==> src/rtl/core/wave_grid_step_with_cell_bridge_top_assert.svh <==
// ----------------------------------------------------------------------------
// Assertion macros for the wave grid block
// Property forms used by wgs_back, the RTL file that carries assertions.
// ----------------------------------------------------------------------------
`ifndef WAVE_GRID_STEP_WITH_CELL_BRIDGE_TOP_ASSERT_SVH
`define WAVE_GRID_STEP_WITH_CELL_BRIDGE_TOP_ASSERT_SVH

// Condition implies consequence in the same cycle.
`define WGS_ASSERT_IMPL(lbl, ck, rn, ante, cons, msg) \
    lbl: assert property (@(posedge ck) disable iff (!rn) (ante) |-> (cons)) else $error(msg);

// Condition implies consequence in the following cycle.
`define WGS_ASSERT_NEXT(lbl, ck, rn, ante, cons, msg) \
    lbl: assert property (@(posedge ck) disable iff (!rn) (ante) |=> (cons)) else $error(msg);

`endif

==> src/rtl/core/wgs_pkg.sv <==
// ----------------------------------------------------------------------------
// wgs_pkg
// Types and constants shared by the wave grid front end, back end and top.
// ----------------------------------------------------------------------------
package wgs_pkg;

    localparam int COLUMN_W    = 7;
    localparam int ROW_W       = 6;
    localparam int AMP_W       = 32;
    localparam int CFG_DATA_W  = 16;
    localparam int CFG_INDEX_W = 3;

    // Item actions.
    typedef enum logic [1:0] {
        ACT_STEP   = 2'd0,
        ACT_INJECT = 2'd1,
        ACT_READ   = 2'd2,
        ACT_NOP    = 2'd3
    } action_t;

    // Configuration register indexes.
    localparam logic [CFG_INDEX_W-1:0] CFG_WAVE_COUPLING   = 3'd0;
    localparam logic [CFG_INDEX_W-1:0] CFG_DAMPING         = 3'd1;
    localparam logic [CFG_INDEX_W-1:0] CFG_BRIDGE_OPEN     = 3'd2;
    localparam logic [CFG_INDEX_W-1:0] CFG_ENTRANCE_COLUMN = 3'd3;
    localparam logic [CFG_INDEX_W-1:0] CFG_ENTRANCE_ROW    = 3'd4;
    localparam logic [CFG_INDEX_W-1:0] CFG_EXIT_COLUMN     = 3'd5;
    localparam logic [CFG_INDEX_W-1:0] CFG_EXIT_ROW        = 3'd6;

    // Pulse shape in Q8.24, by distance from the centre row.
    localparam logic signed [AMP_W-1:0] PULSE_D0 = 32'sd419430400;
    localparam logic signed [AMP_W-1:0] PULSE_D1 = 32'sd254397397;
    localparam logic signed [AMP_W-1:0] PULSE_D2 = 32'sd56763732;

    // Bridge coefficients in Q0.16.
    localparam logic [15:0] BRIDGE_GAIN  = 16'd62259;
    localparam logic [15:0] BRIDGE_DRAIN = 16'd6554;

    typedef struct packed {
        logic [15:0]         wave_coupling;
        logic [15:0]         damping;
        logic                bridge_open;
        logic [COLUMN_W-1:0] entrance_column;
        logic [ROW_W-1:0]    entrance_row;
        logic [COLUMN_W-1:0] exit_column;
        logic [ROW_W-1:0]    exit_row;
    } cfg_t;

    // Classified command; row is the adjusted centre for injects.
    typedef struct packed {
        action_t             action;
        logic [COLUMN_W-1:0] column;
        logic [ROW_W:0]      row;
        logic                in_range;
    } cmd_t;

    typedef struct packed {
        logic valid;
        cmd_t cmd;
    } cmd_req_t;

    typedef struct packed {
        logic pop;
        logic clearing;
    } back_stat_t;

    typedef enum logic [3:0] {
        ST_CLEAR,
        ST_IDLE,
        ST_CELL,
        ST_RD1,
        ST_RD2,
        ST_RD3,
        ST_MUL1,
        ST_MUL2,
        ST_WRITE,
        ST_BR_RD,
        ST_BR_MUL1,
        ST_BR_WX,
        ST_BR_MUL2,
        ST_BR_WE,
        ST_INJ,
        ST_READ
    } back_state_t;

    // Saturate a wide signed value to the amplitude range.
    function automatic logic signed [AMP_W-1:0] sat_amp(input logic signed [39:0] x);
        logic signed [AMP_W-1:0] y;
        if (x > 40'sd2147483647)
            y = 32'sh7FFFFFFF;
        else if (x < -40'sd2147483648)
            y = 32'sh80000000;
        else
            y = x[AMP_W-1:0];
        return y;
    endfunction

endpackage

==> src/rtl/core/wgs_front.sv <==
// ----------------------------------------------------------------------------
// wgs_front
// Classifies accepted items and holds them in a two-entry command queue.
// ----------------------------------------------------------------------------
module wgs_front #(
    parameter int GRID_COLUMNS = 110,
    parameter int GRID_ROWS    = 50
) (
    input  logic                            clk,
    input  logic                            rst_n,
    input  logic                            push_en,
    input  logic [1:0]                      action,
    input  logic [wgs_pkg::COLUMN_W-1:0]    column,
    input  logic [wgs_pkg::ROW_W-1:0]       row,
    input  wgs_pkg::back_stat_t             stat,
    output wgs_pkg::cmd_req_t               req,
    output logic                            full
);
    import wgs_pkg::*;

    localparam logic [ROW_W:0] BOUNDARY = (ROW_W + 1)'(GRID_ROWS / 2);

    cmd_t       cls;
    logic       keep;
    cmd_t       entry_reg [2];
    logic       wptr_reg;
    logic       rptr_reg;
    logic [1:0] count_reg;
    logic       push;

    // Classify the incoming item; no-ops and injects outside columns 1 to GRID_COLUMNS-1 are dropped.
    always_comb
    begin
        cls.action   = action_t'(action);
        cls.column   = column;
        cls.row      = {1'b0, row};
        cls.in_range = 1'b0;
        keep         = 1'b0;
        unique case (action_t'(action))
            ACT_STEP:
            begin
                keep = 1'b1;
            end
            ACT_INJECT:
            begin
                cls.in_range = (column != '0) && (column < GRID_COLUMNS);
                keep         = cls.in_range;
                if ({1'b0, row} == BOUNDARY)
                    cls.row = {1'b0, row} + 1'b1;
            end
            ACT_READ:
            begin
                cls.in_range = (column < GRID_COLUMNS) && (row < GRID_ROWS);
                keep         = 1'b1;
            end
            default:
            begin
                keep = 1'b0;
            end
        endcase
    end

    assign push = push_en && keep;

    // Queue control.
    always_ff @(posedge clk or negedge rst_n)
    begin
        if (!rst_n)
        begin
            wptr_reg  <= 1'b0;
            rptr_reg  <= 1'b0;
            count_reg <= 2'd0;
        end
        else
        begin
            if (push)
                wptr_reg <= !wptr_reg;
            if (stat.pop)
                rptr_reg <= !rptr_reg;
            if (push && !stat.pop)
                count_reg <= count_reg + 2'd1;
            else if (!push && stat.pop)
                count_reg <= count_reg - 2'd1;
        end
    end

    // Queue storage.
    always_ff @(posedge clk)
    begin
        if (push)
            entry_reg[wptr_reg] <= cls;
    end

    assign req.valid = (count_reg != 2'd0);
    assign req.cmd   = entry_reg[rptr_reg];
    assign full      = (count_reg == 2'd2);

endmodule

==> config.mk <==
export PLATFORM = sky130hd
export DESIGN_NAME = wgs_front
export DESIGN_NICKNAME = d
export VERILOG_FILES = /design/src/rtl/core/wave_grid_step_with_cell_bridge_top_assert.svh /design/src/rtl/core/wgs_pkg.sv /design/src/rtl/core/wgs_front.sv
export SDC_FILE = /design/constraint.sdc
export NUM_CORES = 1
export LEC_CHECK = 0
export BUFFER_PORTS_ARGS = -buffer_cell sky130_fd_sc_hd__buf_2
export CORE_ASPECT_RATIO = 0.7
export CORE_MARGIN = 10
export CORE_UTILIZATION = 42
export CTS_CLUSTER_DIAMETER = 100
export CTS_CLUSTER_SIZE = 28
export DETAILED_ROUTE_END_ITERATION = 8
export HOLD_SLACK_MARGIN = 0.03
export SYNTH_ARGS = -nofsm -noshare
export SYNTH_HDL_FRONTEND = slang
export SYNTH_SLANG_ARGS = --single-unit
==> constraint.sdc <==
create_clock -name clk -period 5.2 [get_ports clk]
set_input_delay 0.78 -clock clk [delete_from_list [all_inputs] [get_ports clk]]
set_output_delay 0.78 -clock clk [all_outputs]
set_load 0.005 [all_outputs]
== After elaboration in Yosys (flattened, before gate mapping) ==
Memory sizes are Yosys's and may differ from the RTL's.
Index checks and enable logic that the tools add are counted.

* Memories: 1
* Latch bits: 0
* Input bits: 20
* Bits in registers: 4
* RAM bits: 34
* Output and inout bits: 19
* ROM bits: 0
* Word-level logic and storage cells: 35

* Reduce and logical (&&, ||, !) cells: 14
* Eq/ne operators: 4
* Divide/modulo/power cells: 0
* Magnitude comparators: 2
* Shift-type cells: 0
* Muxes and demuxes: 8
* Bitwise logic cells: 0
* Add/subtract/negate cells: 3
* Multiply operators: 0

{| class="wikitable"
|+ Memory list
! name !! depth !! width !! rd ports !! clocked after memory_dff !! wr ports !! line !! RTL
|-
| entry_reg || 2 || 17 || 1 || 0 || 1 || wgs_front.sv:25 || <nowiki>cmd_t entry_reg [2];</nowiki>
|}

{| class="wikitable"
|+ Operators with widths
! cell !! number
|-
| two-way mux 7 bit || 2
|-
| adder 6 x 1 -> 7 bit (second input constant) || 1
|-
| less-than comparator 7 bit (second input constant) || 1
|-
| nonzero test 7 bit || 1
|-
| equality test 6 x 5 -> 1 bit (second input constant) || 1
|-
| less-than comparator 6 bit (second input constant) || 1
|-
| logical AND 1 bit || 5
|-
| equality test 2 bit (second input constant) || 2
|-
| logical NOT 1 bit || 4
|-
| two-way mux 2 bit || 2
|-
| case mux 1 bit (2 select lines) || 2
|-
| nonzero test 2 bit || 2
|-
| adder 2 x 1 -> 2 bit (second input constant) || 1
|-
| equality test 2 x 1 -> 1 bit (second input constant) || 1
|-
| logical NOT 2 bit || 1
|-
| two-way mux 1 bit || 2
|-
| OR reduction 2 bit || 1
|-
| subtractor 2 x 1 -> 2 bit (second input constant) || 1
|}

== Longest topological paths before layout ==
* Depth in word-level cells: 8
* Gate-level depth with buffers: 8
* Depth with buffers taken out: 8

== Least setup slack after synthesis ==
OpenSTA, ideal clock, no wires.

* Kind: input -> register
* From: in column[1] (netlist name)
* To: mem entry_reg[1][0] (netlist name) (enable)
* Arrival time: 2.593 ns
* Data required time: 4.782 ns
* Buffers on the path: 0
* Slack: 2.190 ns
* Stages on the path: 3
* Setup time: 0.418 ns
* Cells stage by stage: a31oi_1 > o221ai_1 > a211oi_1

* Word-level cells in the longest chain between the ends: 6
* Elaborated cells on any way between the ends: 7
* Classes of those cells: 1 x order compare; 3 x mux; 3 x reduce/logical

{| class="wikitable"
|+ RTL lines
! what !! line !! RTL
|-
| start: declaration || wgs_front.sv:13 || <nowiki>input logic [wgs_pkg::COLUMN_W-1:0] column,</nowiki>
|-
| less-than comparator 7 bit / nonzero test 7 bit (equally long branches) || wgs_front.sv:46 || <nowiki>cls.in_range = (column != '0) && (column < GRID_COLUMNS);</nowiki>
|-
| logical AND 1 bit * || wgs_front.sv:46 ||
|-
| case mux 1 bit (2 select lines) * || wgs_front.sv:39 || <nowiki>unique case (action_t'(action))</nowiki>
|-
| logical AND 1 bit * || wgs_front.sv:63 || <nowiki>assign push = push_en && keep;</nowiki>
|-
| two-way mux 1 bit * || wgs_front.sv:90 || <nowiki>if (push)</nowiki>
|-
| two-way mux 1 bit (implied by the code) * || wgs_front.sv:91 || <nowiki>entry_reg[wptr_reg] <= cls;</nowiki>
|-
| end: declaration || wgs_front.sv:25 ||
|}

Mark *: on every way between the ends. The rest lies on a longest branch, timed or not.

== Worst setup path in the final report ==
* From: in column[1] (netlist name)
* To: mem entry_reg[1][2] (netlist name) (enable)

Same word-level chain as after synthesis.

==> impl_metrics.json <==
{
  "yosysTopAreaCell": "edfxtp_1",
  "cp-start-kind": "primary input",
  "switching_share_pct": 25.15,
  "drtIter0Drc": 67,
  "synth-edff-count": 34,
  "post-route-util_pct": 53.18,
  "route.detailed.drc": 0,
  "finClkSkew_ns": 0.002058,
  "holdBufCountCts": 0,
  "cp_top_family": "compound AO/OA/AOI/OAI gates",
  "p_clk_share_pct": 33.3,
  "drive_above_1_share_pct": 44.97,
  "numCtsBuffers": 5,
  "p_seq_share_pct": 46.0,
  "status": "completed",
  "cts-resized-gates": 0,
  "ant_nets": 0,
  "worst_pin_slew_ns": 0.7814,
  "place_congestion": 0.7031,
  "crit_slowest_cell": "a211oi_2",
  "syn_area_per_cell_sq_um": 15.80,
  "hp-class": "in2async",
  "final_cells": 201,
  "grt_overflow": 0,
  "synth_mux_area_share_pct": 11.92,
  "required_ns": 5.20,
  "post_cts_buffers": 0,
  "clock-sinks": 38,
  "synthDistinctLibCells": 31,
  "worstPathBufferInverterCount": 2,
  "core.rowCount": 19,
  "setup_viol": 0,
  "core_sq_mm": 0.003899,
  "place.port_buffers": 37,
  "yosys_warnings": 0,
  "hold_ws_ns": 0.2780,
  "vias": 1037,
  "intPower_mw": 0.6752,
  "dp.cells": 193,
  "register_area_sq_mm": 0.001121,
  "synthArstFlopShare_pct": 10.53,
  "synth_compound_area_share_pct": 5.699,
  "max_stage_delay_ns": 0.68,
  "fp.dieArea_sq_mm": 0.007003,
  "cts_buffer_depth": 2,
  "clk_latency_ns": 0.29,
  "wl_um": 3301,
  "dpl_cell_area_sq_mm": 0.001936,
  "ys_seq_area_share_pct": 66.32,
  "combPwrFrac_pct": 20.8,
  "ios": 39,
  "p_sw_mw": 0.2269,
  "antenna_found_initial": 0,
  "grt_max_degree": 19,
  "die_w_um": 95.83,
  "slew_violations": 0,
  "cp_max_fo": 10,
  "relSlewSlack_pct": 47.78,
  "synth_top_family_by_area": "multiplexers",
  "multiInputGateArea_sq_um": 538.0,
  "syn_area_sq_mm": 0.001690,
  "nets": 175,
  "synthFlopType": "edfxtp_1",
  "fin_crit_sh_pct": 48.38,
  "path_clk_slew_ns": 0.08,
  "fmax_ghz": 0.3975,
  "hold_violations": 0,
  "area_growth_pct": 22.65,
  "n_fill_cell": 342,
  "p_leak_nw": 0.8209,
  "dp_slack_ns": 2.399,
  "wl_per_cell_um": 16.42,
  "synthAdderAreaFrac_pct": 5.181,
  "final_cell_area_sq_mm": 0.002073,
  "antenna_cells": 0,
  "critPathCaptureType": "flop",
  "grt_use_total_pct": 9.859,
  "worstPathArrival_ns": 2.51,
  "ys_seq_elements": 38,
  "largest_register_ffs": 34,
  "rsz0062_at_grt": "no",
  "mostFrequentLayoutCell": "buf_2",
  "fin_ws_ns": 2.684,
  "cts_root_buf": "clkbuf_8",
  "maxCapViolCount": 0,
  "via_per_inst": 5.159,
  "final_cell_mix": "37 x buf_2, 34 x edfxtp_1, 17 x mux2_2, 7 x ha_1",
  "post-dp-hpwl_um": 2492,
  "cts_tree": "done",
  "path_class": "in2reg",
  "min_period_ns": 2.516,
  "synth.area.top_cells": "edfxtp_1 60%, mux2_2 11%, dfrtp_1 5.9%",
  "htreeDepth": 2,
  "vdd_drop_max_mv": 0.2969,
  "yosys.area.top_type_share_pct": 60.40,
  "first_global_vias": 1082,
  "firstDrtPassIters": 4,
  "synth_xor_area_share_pct": 2.591,
  "fin_tns_setup_ns": 0,
  "grt_pass1_wl_um": 5188,
  "total_power_mw": 0.9020,
  "syn_inst": 107,
  "power.density_mw_per_mm2": 435.1,
  "worstPathCellList": "buf_2 -> a31oi_1 -> o221ai_1 -> a211oi_2 -> buf_4",
  "start_util_pct": 43.36,
  "synth-simple-area-share_pct": 5.699,
  "die_h_um": 73.08
}
==> kinds of logic after synthesis <==
family | count (synthesis)
AO/OA/AOI/OAI | 13
XOR/XNOR | 5
adder cells (fa/ha/maj) | 7
buffers and inverters | 10
flip-flops | 38
multiplexers | 18
other | 1
AND/OR/NAND/NOR | 15
==> final timing paths <==
kind	slack, ns	cells after the start	to	from
worst max register to register	3.31	3	entry_reg[0][12]	wptr_reg
worst max-delay path	2.68	5	entry_reg[1][2]	column[1]
worst min-delay path	0.28	1	count_reg[1]	rst_n
worst min register to register	0.50	1	count_reg[1]	count_reg[1]
min in group clk	0.50	1	count_reg[1]	count_reg[1]
max in group asynchronous	4.81	1	wptr_reg	rst_n
==> routing by layer <==
metal | GRT usage, % | part of all wire (%)
met5 | 0 | 0
met4 | 6.362 | 2.8
met3 | 4.317 | 7.9
met2 | 15.22 | 47
met1 | 10.89 | 42
==> cells in the mapped netlist (all sizes together), types with 2 or more instances <==
cell type	count
clkbuf	3
buf	2
ha	7
inv	5
o21ai	3
edfxtp	34
nor2	2
or3	2
o221ai	2
mux2	17
xor2	4
nand2	3
dfrtp	4
a21oi	2
==> power by group through the flow <==
stage                     logic, mW  registers [mW]  clock network [mW]
after floorplan               0.139           0.390                   0
after global placement        0.189           0.420                   0
after detailed placement      0.192           0.423                   0
after CTS                     0.193           0.417               0.305
after global routing          0.207           0.422               0.319
final                         0.187           0.415               0.300
==> layout make-up <==
type	instances	share of cell area (%)
timing repair buffer	38	9.294
sequential	38	54.07
multi-input combinational	60	25.95
clock inverter	3	3.319
tap	52	3.138
inverter	5	0.9052
clock buffer	5	3.319
Note: power is estimated with default switching activity, not from simulation.
